[src/rtl/ipsp_pkg.sv]
// ----------------------------------------------------------------------------
// ipsp_pkg
// Shared types and constants of the IPS / IPS32 patch stream parser.
// ----------------------------------------------------------------------------
package ipsp_pkg;

    localparam int unsigned HEADER_BYTES_DEFAULT = 256;

    // configuration register indexes
    localparam int unsigned CFG_INDEX_W = 2;
    localparam logic [CFG_INDEX_W-1:0] CFG_WIDE_OFFSETS = 2'd0;
    localparam logic [CFG_INDEX_W-1:0] CFG_IMAGE_SIZE   = 2'd1;

    // parser phases
    localparam int unsigned PHASE_W = 3;
    localparam logic [PHASE_W-1:0] PH_OFFSET  = 3'd0;
    localparam logic [PHASE_W-1:0] PH_SIZE    = 3'd1;
    localparam logic [PHASE_W-1:0] PH_RLE_LEN = 3'd2;
    localparam logic [PHASE_W-1:0] PH_RLE_VAL = 3'd3;
    localparam logic [PHASE_W-1:0] PH_PAYLOAD = 3'd4;
    localparam logic [PHASE_W-1:0] PH_TAIL    = 3'd5;

    // result kinds
    localparam logic [1:0] KIND_WRITE = 2'd0;
    localparam logic [1:0] KIND_FILL  = 2'd1;
    localparam logic [1:0] KIND_TAIL  = 2'd2;
    localparam logic [1:0] KIND_END   = 2'd3;

    // tail markers, "EOF" and "EEOF"
    localparam logic [31:0] TAIL_NARROW = 32'h0045_4F46;
    localparam logic [31:0] TAIL_WIDE   = 32'h4545_4F46;

    // result queue
    localparam int unsigned QUEUE_DEPTH = 4;
    localparam int unsigned QUEUE_PTR_W = 2;
    localparam int unsigned QUEUE_CNT_W = 3;

    typedef struct packed {
        logic [7:0] patch_byte;
        logic       final_byte;
    } patch_t;

    typedef struct packed {
        logic [1:0]  kind;
        logic [31:0] address;
        logic [15:0] run_length;
        logic [7:0]  value;
        logic        whole_records;
        logic        last_of_run;
    } result_t;

    // results of one patch byte, first entry goes out first
    typedef struct packed {
        logic [1:0] count;
        result_t    first;
        result_t    second;
    } push_t;

endpackage

[src/rtl/ips_patch_stream_parser.sv]
// ----------------------------------------------------------------------------
// ips_patch_stream_parser
// Parses IPS / IPS32 patch records byte by byte into image writes and fills.
// ----------------------------------------------------------------------------
// one patch byte is taken per cycle and decoded in the same cycle; its results
// (at most two: a write, fill or tail transaction, then a stream-end
// transaction on the final byte) enter a four-entry result queue and are
// offered from the next cycle on; patch_ready is high while the queue has two
// free slots, so the sustained rate is one byte per cycle as long as the
// result side takes one transaction per cycle; configuration writes are always
// taken and must only be done while the parser is idle
module ips_patch_stream_parser #(
    parameter int unsigned HEADER_BYTES = ipsp_pkg::HEADER_BYTES_DEFAULT
) (
    input  logic                               clk,
    input  logic                               rst_n,
    input  logic                               patch_valid,
    output logic                               patch_ready,
    input  ipsp_pkg::patch_t                   patch,
    output logic                               result_valid,
    input  logic                               result_ready,
    output ipsp_pkg::result_t                  result,
    input  logic                               cfg_valid,
    output logic                               cfg_ready,
    input  logic [ipsp_pkg::CFG_INDEX_W-1:0]   cfg_index,
    input  logic [31:0]                        cfg_data
);

    logic            wide_offsets_reg;
    logic [31:0]     image_size_reg;
    logic            accept;
    ipsp_pkg::push_t push;

    assign cfg_ready = 1'b1;
    assign accept    = patch_valid && patch_ready;

    always_ff @(posedge clk or negedge rst_n)
    begin
        if (!rst_n)
        begin
            wide_offsets_reg <= 1'b0;
            image_size_reg   <= 32'd0;
        end
        else if (cfg_valid && cfg_ready)
        begin
            case (cfg_index)
                ipsp_pkg::CFG_WIDE_OFFSETS:
                begin
                    wide_offsets_reg <= cfg_data[0];
                end
                ipsp_pkg::CFG_IMAGE_SIZE:
                begin
                    image_size_reg <= cfg_data;
                end
                default:
                begin
                end
            endcase
        end
    end

    ipsp_core #(
        .HEADER_BYTES (HEADER_BYTES)
    ) u_core (
        .clk          (clk),
        .rst_n        (rst_n),
        .accept       (accept),
        .item         (patch),
        .wide_offsets (wide_offsets_reg),
        .image_size   (image_size_reg),
        .push         (push)
    );

    ipsp_result_queue u_queue (
        .clk          (clk),
        .rst_n        (rst_n),
        .push_en      (accept),
        .push         (push),
        .room         (patch_ready),
        .result_valid (result_valid),
        .result_ready (result_ready),
        .result       (result)
    );

endmodule

[src/rtl/ipsp_core.sv]
// ----------------------------------------------------------------------------
// ipsp_core
// Record parser state and per-byte decode: offset, size, RLE and payload
// fields, header shift and image clipping, up to two results per byte.
// ----------------------------------------------------------------------------
module ipsp_core #(
    parameter int unsigned HEADER_BYTES = ipsp_pkg::HEADER_BYTES_DEFAULT
) (
    input  logic            clk,
    input  logic            rst_n,
    input  logic            accept,
    input  ipsp_pkg::patch_t item,
    input  logic            wide_offsets,
    input  logic [31:0]     image_size,
    output ipsp_pkg::push_t push
);

    logic [ipsp_pkg::PHASE_W-1:0] phase_reg, phase_next;
    logic [15:0] byte_counter_reg, byte_counter_next;
    logic [31:0] record_offset_reg, record_offset_next;
    logic [15:0] record_size_reg, record_size_next;
    logic [15:0] fill_length_reg, fill_length_next;
    logic        tail_seen_reg, tail_seen_next;

    logic [16:0] cnt_inc;
    logic [16:0] off_width;
    logic [31:0] off_acc;
    logic [31:0] off_tail;
    logic [15:0] size_acc;
    logic [15:0] fill_acc;

    logic [32:0] hdr33;
    logic [32:0] fill_end;
    logic        fill_skip;
    logic        fill_in_hdr;
    logic [31:0] fill_addr;
    logic [15:0] fill_len1;
    logic        fill_over;
    logic [15:0] fill_len;
    logic        fill_emit;

    logic [32:0] pay_addr;
    logic [32:0] pay_rel;
    logic        pay_emit;

    logic                  data_valid;
    ipsp_pkg::result_t     data_res;
    ipsp_pkg::result_t     end_res;
    logic                  whole;

    // fill and payload clipping
    always_comb
    begin
        hdr33       = 33'(HEADER_BYTES);
        fill_end    = 33'(record_offset_reg) + 33'(fill_length_reg);
        fill_skip   = fill_end <= hdr33;
        fill_in_hdr = 33'(record_offset_reg) < hdr33;
        fill_addr   = fill_in_hdr ? 32'd0 : record_offset_reg - 32'(HEADER_BYTES);
        fill_len1   = fill_in_hdr ? 16'(fill_end - hdr33) : fill_length_reg;
        fill_over   = (33'(fill_addr) + 33'(fill_len1)) > 33'(image_size);
        if (fill_addr >= image_size)
        begin
            fill_len = 16'd0;
        end
        else if (fill_over)
        begin
            fill_len = 16'(image_size - fill_addr);
        end
        else
        begin
            fill_len = fill_len1;
        end
        fill_emit = !fill_skip && (fill_len != 16'd0);

        pay_addr = 33'(record_offset_reg) + 33'(byte_counter_reg);
        pay_rel  = pay_addr - hdr33;
        pay_emit = (pay_addr >= hdr33) && (pay_rel < 33'(image_size));
    end

    always_comb
    begin
        phase_next         = phase_reg;
        byte_counter_next  = byte_counter_reg;
        record_offset_next = record_offset_reg;
        record_size_next   = record_size_reg;
        fill_length_next   = fill_length_reg;
        tail_seen_next     = tail_seen_reg;
        data_valid         = 1'b0;
        data_res           = '0;
        end_res            = '0;
        whole              = 1'b0;

        cnt_inc   = 17'(byte_counter_reg) + 17'd1;
        off_width = wide_offsets ? 17'd4 : 17'd3;
        off_tail  = wide_offsets ? ipsp_pkg::TAIL_WIDE : ipsp_pkg::TAIL_NARROW;
        off_acc   = {((byte_counter_reg == 16'd0) ? 24'd0 : record_offset_reg[23:0]),
                     item.patch_byte};
        size_acc  = {record_size_reg[7:0], item.patch_byte};
        fill_acc  = {fill_length_reg[7:0], item.patch_byte};

        case (phase_reg)
            ipsp_pkg::PH_OFFSET:
            begin
                record_offset_next = off_acc;
                byte_counter_next  = cnt_inc[15:0];
                if (cnt_inc >= off_width)
                begin
                    byte_counter_next = 16'd0;
                    if (off_acc == off_tail)
                    begin
                        tail_seen_next = 1'b1;
                        phase_next     = ipsp_pkg::PH_TAIL;
                        data_valid     = 1'b1;
                        data_res.kind  = ipsp_pkg::KIND_TAIL;
                    end
                    else
                    begin
                        record_size_next = 16'd0;
                        phase_next       = ipsp_pkg::PH_SIZE;
                    end
                end
            end
            ipsp_pkg::PH_SIZE:
            begin
                record_size_next  = size_acc;
                byte_counter_next = cnt_inc[15:0];
                if (cnt_inc >= 17'd2)
                begin
                    byte_counter_next = 16'd0;
                    if (size_acc == 16'd0)
                    begin
                        fill_length_next = 16'd0;
                        phase_next       = ipsp_pkg::PH_RLE_LEN;
                    end
                    else
                    begin
                        phase_next = ipsp_pkg::PH_PAYLOAD;
                    end
                end
            end
            ipsp_pkg::PH_RLE_LEN:
            begin
                fill_length_next  = fill_acc;
                byte_counter_next = cnt_inc[15:0];
                if (cnt_inc >= 17'd2)
                begin
                    byte_counter_next = 16'd0;
                    phase_next        = ipsp_pkg::PH_RLE_VAL;
                end
            end
            ipsp_pkg::PH_RLE_VAL:
            begin
                data_valid          = fill_emit;
                data_res.kind       = ipsp_pkg::KIND_FILL;
                data_res.address    = fill_addr;
                data_res.run_length = fill_len;
                data_res.value      = item.patch_byte;
                byte_counter_next   = 16'd0;
                phase_next          = ipsp_pkg::PH_OFFSET;
            end
            ipsp_pkg::PH_PAYLOAD:
            begin
                data_valid        = pay_emit;
                data_res.kind     = ipsp_pkg::KIND_WRITE;
                data_res.address  = pay_rel[31:0];
                data_res.value    = item.patch_byte;
                byte_counter_next = cnt_inc[15:0];
                if (cnt_inc >= 17'(record_size_reg))
                begin
                    byte_counter_next = 16'd0;
                    phase_next        = ipsp_pkg::PH_OFFSET;
                end
            end
            default:
            begin
                phase_next = ipsp_pkg::PH_TAIL;
            end
        endcase

        // stream end closes the patch and returns to the start
        if (item.final_byte)
        begin
            whole = tail_seen_next ||
                    ((phase_next == ipsp_pkg::PH_OFFSET) && (byte_counter_next == 16'd0));
            end_res.kind          = ipsp_pkg::KIND_END;
            end_res.whole_records = whole;
            end_res.last_of_run   = 1'b1;
            phase_next            = ipsp_pkg::PH_OFFSET;
            byte_counter_next     = 16'd0;
            record_offset_next    = 32'd0;
            record_size_next      = 16'd0;
            fill_length_next      = 16'd0;
            tail_seen_next        = 1'b0;
        end
        data_res.last_of_run = !item.final_byte;

        push.count  = 2'(data_valid) + 2'(item.final_byte);
        push.first  = data_valid ? data_res : end_res;
        push.second = end_res;
    end

    always_ff @(posedge clk or negedge rst_n)
    begin
        if (!rst_n)
        begin
            phase_reg         <= ipsp_pkg::PH_OFFSET;
            byte_counter_reg  <= 16'd0;
            record_offset_reg <= 32'd0;
            record_size_reg   <= 16'd0;
            fill_length_reg   <= 16'd0;
            tail_seen_reg     <= 1'b0;
        end
        else if (accept)
        begin
            phase_reg         <= phase_next;
            byte_counter_reg  <= byte_counter_next;
            record_offset_reg <= record_offset_next;
            record_size_reg   <= record_size_next;
            fill_length_reg   <= fill_length_next;
            tail_seen_reg     <= tail_seen_next;
        end
    end

endmodule

[src/rtl/ipsp_result_queue.sv]
// ----------------------------------------------------------------------------
// ipsp_result_queue
// Small result queue: takes up to two results per cycle, hands out one.
// ----------------------------------------------------------------------------
module ipsp_result_queue (
    input  logic               clk,
    input  logic               rst_n,
    input  logic               push_en,
    input  ipsp_pkg::push_t    push,
    output logic               room,
    output logic               result_valid,
    input  logic               result_ready,
    output ipsp_pkg::result_t  result
);

    ipsp_pkg::result_t entry_reg [ipsp_pkg::QUEUE_DEPTH];

    logic [ipsp_pkg::QUEUE_PTR_W-1:0] wr_ptr_reg, wr_ptr_next;
    logic [ipsp_pkg::QUEUE_PTR_W-1:0] rd_ptr_reg, rd_ptr_next;
    logic [ipsp_pkg::QUEUE_CNT_W-1:0] count_reg, count_next;
    logic [ipsp_pkg::QUEUE_PTR_W-1:0] wr_ptr_1;
    logic [1:0] push_n;
    logic       pop;

    always_comb
    begin
        push_n      = push_en ? push.count : 2'd0;
        pop         = result_valid && result_ready;
        wr_ptr_1    = wr_ptr_reg + 1'b1;
        wr_ptr_next = wr_ptr_reg + ipsp_pkg::QUEUE_PTR_W'(push_n);
        rd_ptr_next = rd_ptr_reg + ipsp_pkg::QUEUE_PTR_W'(pop);
        count_next  = count_reg + ipsp_pkg::QUEUE_CNT_W'(push_n)
                      - ipsp_pkg::QUEUE_CNT_W'(pop);
    end

    assign room         = count_reg <= ipsp_pkg::QUEUE_CNT_W'(ipsp_pkg::QUEUE_DEPTH - 2);
    assign result_valid = count_reg != '0;
    assign result       = entry_reg[rd_ptr_reg];

    always_ff @(posedge clk)
    begin
        if (push_n != 2'd0)
        begin
            entry_reg[wr_ptr_reg] <= push.first;
        end
        if (push_n == 2'd2)
        begin
            entry_reg[wr_ptr_1] <= push.second;
        end
    end

    always_ff @(posedge clk or negedge rst_n)
    begin
        if (!rst_n)
        begin
            wr_ptr_reg <= '0;
            rd_ptr_reg <= '0;
            count_reg  <= '0;
        end
        else
        begin
            wr_ptr_reg <= wr_ptr_next;
            rd_ptr_reg <= rd_ptr_next;
            count_reg  <= count_next;
        end
    end

endmodule
[config.mk]
export PLATFORM = sky130hd
export DESIGN_NAME = ips_patch_stream_parser
export DESIGN_NICKNAME = d
export VERILOG_FILES = /design/src/rtl/ipsp_pkg.sv /design/src/rtl/ips_patch_stream_parser.sv /design/src/rtl/ipsp_core.sv /design/src/rtl/ipsp_result_queue.sv
export SDC_FILE = /design/constraint.sdc
export NUM_CORES = 1
export LEC_CHECK = 0
export BUFFER_PORTS_ARGS = -buffer_cell sky130_fd_sc_hd__buf_2
export CAP_MARGIN = 20
export CORE_MARGIN = 2
export CORE_UTILIZATION = 58
export DETAILED_ROUTE_END_ITERATION = 16
export GPL_TIMING_DRIVEN = 0
export HOLD_SLACK_MARGIN = 0.12
export PLACE_DENSITY_LB_ADDON = 0.12
export SLEW_MARGIN = 20
export SYNTH_ARGS = -nofsm -noshare
export SYNTH_HDL_FRONTEND = slang
export SYNTH_HIERARCHICAL = 1
export SYNTH_SLANG_ARGS = --single-unit
[constraint.sdc]
create_clock -name clk -period 10.7 [get_ports clk]
set_input_delay 0.535 -clock clk [delete_from_list [all_inputs] [get_ports clk]]
set_output_delay 0.535 -clock clk [all_outputs]
set_load 0.02 [all_outputs]
==> results.md, run 1 <==
| Quantity | Reported | Unit |
| --- | --- | --- |
| Die boundary width | 222 | um |
| Number of register bits inferred by synthesis | 364 | - |
| Final hold violation count | 0 | - |
| CTS tree | built | - |
| Total number of yosys warnings | 6 | - |
| Effective utilization at floorplan | 58.3 | % |
| Wire length of the first global-routing pass | 128000 | um |
| Share of the synthesized netlist area taken by xor and xnor gates | 4.18 | % |
| Mux contribution to synthesized area | 18.1 | % |
| Maximum Capacitance Violations | 0 | - |
| Worst max-slew margin expressed relative to the limit | 22.6 | % |
| Part of the Yosys area used for sequential elements | 37.2 | % |
| Fraction of layout cells with a size suffix above 1 | 23.9 | % |
| Final worst path period need | 10.19 | ns |
| Setup slack of the worst register-to-register path | 0.51 | ns |
| GRT Residual Overflow | 0 | - |
| Number of slew-limit violations in the final report | 0 | - |
| Critical path's largest stage delay | 0.67 | ns |
| Cell with the biggest individual delay on the critical path | or4b_2 | - |
| Setup crit end kind | flop | - |
| Number of antenna violations at the first check in global routing | 0 | - |
| Number of clock sinks | 364 | - |
| Number of distinct library cells after synthesis | 98 | - |
| Maximum number of pins on one net before global-route repair | 93 | - |
| Async S/R FF share, synth | 34.1 | % |
| Core region area | 47400 | sq um |
| Iteration-0 DRC Markers | 1776 | - |
| Synth-to-Final Area Change | 11.6 | % |
| Half-perimeter wire length of the detailed placement result | 64100 | um |
| Terminating pin of the worst hold path | image_size_reg[30] | - |
| Design area | 30900 | sq um |
| Category of cells accounting for the largest share of critical-path delay | compound AO/OA/AOI/OAI gates | - |
| Vertical die dimension | 222 | um |
| Total number of placement rows | 80 | - |
| Source of the critical timing path | u_core/record_offset_reg[8] | - |
| Unrepaired setup endpoints after global routing | no | - |
| Worst hold start | cfg_data[30] | - |
| Number of flops mapped to enable cells by yosys | 240 | - |
| Total standard cell area after synthesis | 27700 | sq um |
| Final core area utilization | 65.1 | % |
| Number of remaining DRC errors | 0 | - |
| Later-pin clock latency in the skew report | 0.57 | ns |
| Dominant register cell in the synthesized netlist | edfxtp_1 | - |
| Area fraction in and, or, nand and nor cells after synthesis | 12.3 | % |
| Die footprint | 49500 | sq um |
| Final Wtd Congestion | 0.998 | - |
| Type of the worst min-delay path | input port to flop | - |
| Buffer type at the clock tree root | clkbuf_16 | - |
| Buffers plus inverters on the worst setup path | 8 | - |
| Least-Margin Pin Slew | 1.13 | ns |
| Terminus of the critical flop-to-flop path | u_queue/count_reg[2] | - |
| Antenna diode instance count | 0 | - |
| Via Count | 21800 | - |
| Antenna viol nets, final | 0 | - |
| Per-cell routed wire length | 24.4 | um |
| Mean Syn Cell Area | 10.8 | sq um |
| Status | finished, final reports clean | - |
| Launch instance of the worst register-to-register path | u_core/record_offset_reg[8] | - |
| Peak Freq | 98.1 | MHz |
| I/O pin count | 111 | - |
| Critical path data arrival time | 10.64 | ns |
| Cell count after synthesis | 2558 | - |
| Arithmetic-cell share of the synthesized area counting full adders, half adders and majority gates | 8.86 | % |
| Final setup violation count | 0 | - |
| Crit-path max FO | 10 | - |
| Via count of the first global-routing pass | 21400 | - |
| Number of buffers inserted during clock tree synthesis | 41 | - |
| Crit path kind | flop to flop | - |
| CTS H-tree lvls | 2 | - |
| Largest register FFs | 240 | - |
| Worst hold path depth | 2 | - |
| Longest Clk Path Bufs | 3 | - |
| Total global-route track usage | 33.6 | % |
| Setup clock skew after layout | 0.0178 | ns |
| Period utilization | 95.3 | % |
| Complex-gate fraction of the synthesized area | 13.7 | % |
| Combinational family with the most area after synthesis | multiplexers | - |
| Final nets | 3022 | - |
| Endpoint required time on the critical path | 11.15 | ns |
| Drt first pass iters | 5 | - |
| Crit start category | flop | - |
| Routed vias/inst | 6.36 | - |
| Area of placed instances | 29400 | sq um |
| Clock slew seen by the registers of the worst setup and hold paths | 0.06 | ns |
| Number of port buffers | 109 | - |
| R2R cell count | 44 | - |
| Total detailed-routing wirelength | 83500 | um |
## cells in the mapped netlist, types with 12 or more instances
master | count | area [sq um]
dfrtp_1 | 124 | 3100
inv_1 | 113 | 424
buf_2 | 31 | 155
nor4_1 | 36 | 225
nand2b_1 | 20 | 125
edfxtp_1 | 240 | 7210
nand4_1 | 32 | 200
nand3_1 | 60 | 300
a21o_1 | 64 | 480
o21a_1 | 19 | 143
xor2_1 | 61 | 534
nor3b_1 | 12 | 90.1
mux4_2 | 60 | 1350
o21ai_0 | 96 | 480
a21oi_1 | 134 | 671
or3_1 | 19 | 119
buf_4 | 61 | 458
and2_1 | 25 | 156
nand2_1 | 162 | 608
mux2i_1 | 18 | 180
mux2_4 | 90 | 1350
clkbuf_1 | 78 | 293
and3_1 | 25 | 156
xnor2_1 | 71 | 622
nor2b_1 | 20 | 125
a22oi_1 | 35 | 263
ha_1 | 188 | 2350
a22o_1 | 52 | 455
nor3_1 | 55 | 275
mux2_2 | 178 | 2000
a211oi_1 | 15 | 113
nor2_1 | 121 | 454
## stage by stage
step	hold WS, ns	setup TNS (ns)	std cells	setup slack [ns]
6_report	0.192	0	3428	0.507
5_1_grt	0.179	0	3428	0.0222
4_1_cts	0.170	0	3424	0.0150
3_5_place_dp	0.459	-501.11	3345	-1.41
3_3_place_gp	0.471	-959.63	3337	-3.05
2_1_floorplan	0.239	0	2613	0.749
## cells by family (layout without fill, tap and decap cells)
kind of cell	count (synthesis)	in the layout
AO/OA/AOI/OAI	558	559
XOR/XNOR	132	132
adder cells (fa/ha/maj)	193	193
buffers and inverters	302	501
flip-flops	364	364
multiplexers	357	357
other	2	57
AND/OR/NAND/NOR	650	650
## timing repair
| action | in CTS | in global routing |
|---|---|---|
| buffers inserted | 3 | 5 |
| cloned | 1 | 0 |
| pin swaps | 6 | 1 |
| resized for setup | 16 | 8 |
| hold endpoints to repair | 32 | 0 |
| endpoints found under the setup margin | 485 | 484 |
| hold buffers | 1 | 0 |
## final cells by class
class	count	area (sq um)
plain buffers	187	1120
well taps	615	769
fillers	3791	16600
repair buffers	126	816
multi-input cells	1948	16200
clock buffers	53	1110
inverters	113	424
flip-flops and latches	364	10300
clock inverters	22	173
## routing by layer
metal / track usage [%] / part of all wire [%] / vias to the layer above
met5: 0 / 0 / -
met4: 10.7 / 3.0 / 0
met3: 4.87 / 6.2 / 143
met2: 56.5 / 49 / 875
met1: 45.0 / 42 / 10800
li1: - / - / 10000
## worst max-delay path by stage
stage                               end  slack (ns)  cells after the start
6_report           u_queue/count_reg[2]        0.51                     44
5_1_grt            u_queue/count_reg[2]        0.02                     44
4_1_cts            u_queue/count_reg[2]        0.01                     44
3_5_place_dp    u_queue/entry_reg[2][3]       -1.41                     42
3_3_place_gp   u_queue/entry_reg[1][32]       -3.05                     42
2_1_floorplan   u_queue/entry_reg[1][0]        0.75                     41
## cells in the final DEF, fill, tap and decap left out, types with 57 or more instances in the layout
cell type and count:
a21o_1 64, a21oi_1 132, buf_2 138, buf_4 70, clkbuf_1 80, conb_1 57, dfrtp_1 124, edfxtp_1 240
ha_1 188, inv_1 113, mux2_2 178, mux2_4 90, mux4_2 60, nand2_1 162, nand3_1 59, nor2_1 120
o21ai_0 93, xnor2_1 71, xor2_1 61
Power of run 1 is left out: the tool's default activity adds up to more than one toggle a clock period on the data nets, which glitch-free logic cannot reach.
==> inputs of run 2 (changes only) <==
RECOVER_POWER = 50   (was unset)
==> results.md, run 2 (same netlist as run 1, synthesis figures left out) <==
| Quantity | Reported | Unit | vs previous |
| --- | --- | --- | --- |
| Status | finished with violations | - |  |
| Violated checks | max-capacitance violations, max-slew violations | - |  |
| Final Non-Filler Cells | 3428 | - | unchanged |
| Final core area utilization | 64.5 | % | -0.61 points |
| Total detailed-routing wirelength | 83500 | um | about the same |
| Cell with the biggest individual delay on the critical path | a2111oi_0 | - |  |
| Total global-route track usage | 33.6 | % | unchanged |
| Placed Cells incl. Taps | 3345 | - | unchanged |
| Endpoint required time on the critical path | 11.01 | ns | -0.14 ns |
| Type of the worst min-delay path | input port to flop | - |  |
| Area of placed instances | 29400 | sq um | unchanged |
| Peak Freq | 97.6 | MHz | -0.52% |
| Critical path data arrival time | 10.56 | ns | -0.08 ns |
| I/O pin count | 111 | - | unchanged |
| Via count of the first global-routing pass | 21400 | - | unchanged |
| CTS tree | built | - |  |
| Drt first pass iters | 5 | - | unchanged |
| Core region area | 47400 | sq um | unchanged |
| Leading cell type in the layout, fill and taps excluded | edfxtp_1 | - |  |
| Longest Clk Path Bufs | 3 | - | unchanged |
| Setup crit end kind | flop | - |  |
| Number of clock sinks | 364 | - | unchanged |
| Effective utilization at floorplan | 58.3 | % | unchanged |
| Summed negative setup slack over all endpoints | 0 | ns | unchanged |
| Final nets | 3022 | - | unchanged |
| Final hold violation count | 0 | - | unchanged |
| Clock slew seen by the registers of the worst setup and hold paths | 0.06 | ns | about the same |
| Design area | 30600 | sq um | -0.94% |
| Vertical die dimension | 222 | um | unchanged |
| Later-pin clock latency in the skew report | 0.57 | ns | about the same |
| Crit start category | flop | - |  |
| Die boundary width | 222 | um | unchanged |
| Most used cells in the layout excluding fill and tap cells | 240 x edfxtp_1, 188 x ha_1, 177 x mux2_2 | - |  |
| Antenna viol nets, final | 0 | - | unchanged |
| Number of remaining DRC errors | 0 | - | unchanged |
| Half-perimeter wire length of the detailed placement result | 64100 | um | unchanged |
| Number of buffers inserted during clock tree synthesis | 41 | - | unchanged |
| Per-cell routed wire length | 24.4 | um | about the same |
| Number of antenna violations at the first check in global routing | 0 | - | unchanged |
| Setup clock skew after layout | 0.0209 | ns | +0.00312 ns |
| GRT Residual Overflow | 0 | - | unchanged |
| Number of fill cells in the layout | 3872 | - | +2.1% |
| Period utilization | 95.8 | % | +0.50 points |
| Cell repeated most along the worst path | a21o_1 | - |  |
| Area of all sequential standard cells | 10300 | sq um | unchanged |
| Total area of multi-input combinational cells | 16000 | sq um | -0.72% |
| Buffer type at the clock tree root | clkbuf_16 | - |  |
| Crit-path max FO | 10 | - | unchanged |
| Iteration-0 DRC Markers | 1736 | - | -2.3% |
| Antenna diode instance count | 0 | - | unchanged |
| Total number of placement rows | 80 | - | unchanged |
| Critical path's largest stage delay | 0.94 | ns | +0.27 ns |
| Maximum Capacitance Violations | 2 | - | +2 |
| Least-Margin Pin Slew | 5.07 | ns | +3.94 ns |
| Final worst path period need | 10.25 | ns | +0.0536 ns |
| Final setup violation count | 0 | - | unchanged |
| Via Count | 21800 | - | -0.092% |
| Worst max-slew margin expressed relative to the limit | -238 | % | -260 points |
| Final Wtd Congestion | 0.998 | - | unchanged |
| Unrepaired setup endpoints after global routing | no | - |  |
| Crit path kind | flop to flop | - |  |
| CTS H-tree lvls | 2 | - | unchanged |
| Die footprint | 49500 | sq um | unchanged |
| Fraction of layout cells with a size suffix above 1 | 20.3 | % | -3.5 points |
| Maximum number of pins on one net before global-route repair | 93 | - | unchanged |
| Wire length of the first global-routing pass | 128000 | um | unchanged |
| Largest register FFs | 240 | - | unchanged |
| Number of port buffers | 109 | - | unchanged |
| Number of slew-limit violations in the final report | 127 | - | +127 |
| Routed vias/inst | 6.36 | - | about the same |
| Synth-to-Final Area Change | 10.5 | % |  |
## run 2: worst paths after layout
kind	slack, ns	start	to	cells after the start
min	0.17	cfg_data[17]	image_size_reg[17]	2
max in group asynchronous	3.57	rst_n	u_core/record_size_reg[9]	3
max	0.45	u_core/byte_counter_reg[0]	u_queue/entry_reg[1][29]	30
min in group asynchronous	1.28	rst_n	image_size_reg[17]	2
max reg2reg	0.45	u_core/byte_counter_reg[0]	u_queue/entry_reg[1][29]	30
min reg2reg	0.49	u_core/record_size_reg[13]	u_core/record_size_reg[13]	2
## run 2: cell type report
cell class | instances | area share [%]
inverters | 113 | 1.39
flip-flops and latches | 364 | 33.7
clock inverters | 22 | 0.564
clock buffers | 53 | 3.64
plain buffers | 187 | 3.57
repair buffers | 126 | 2.20
multi-input cells | 1948 | 52.4
well taps | 615 | 2.51
## run 2: timing repair
action	in CTS	in global routing
pin swaps	6	1
cloned	1	0
hold buffers	1	0
endpoints found under the setup margin	485	484
hold endpoints to repair	32	0
resized for setup	16	8
setup buffers	3	5
## run 2: critical path, delay by kind of cell (launching register included)
kind	cells	cell delay, ns
AND/OR/NAND/NOR	4	1.28
adder cells (fa/ha/maj)	4	1.38
XOR/XNOR	2	0.69
buffers and inverters	3	0.90
multiplexers	2	0.65
AO/OA/AOI/OAI	15	4.48
flip-flops	1	0.54
## run 2: per-stage QoR
step,hold WS [ns],setup WS (ns)
after global placement,0.471,-3.05
after detailed placement,0.459,-1.41
final,0.170,0.453
after global routing,0.167,0.0209
after floorplan,0.239,0.749
after CTS,0.170,0.0150
## run 2: routing by layer
metal | part of all wire, % | global-route usage [%] | wire, um | vias to the layer above
li1 | - | - | - | 10000
met4 | 3.3 | 10.7 | 2790 | 0
met2 | 48 | 56.5 | 40200 | 849
met1 | 42 | 45.0 | 35000 | 10700
met5 | 0 | 0 | 0 | -
met3 | 6.6 | 4.87 | 5480 | 166
Power of run 2 is left out for the same reason.
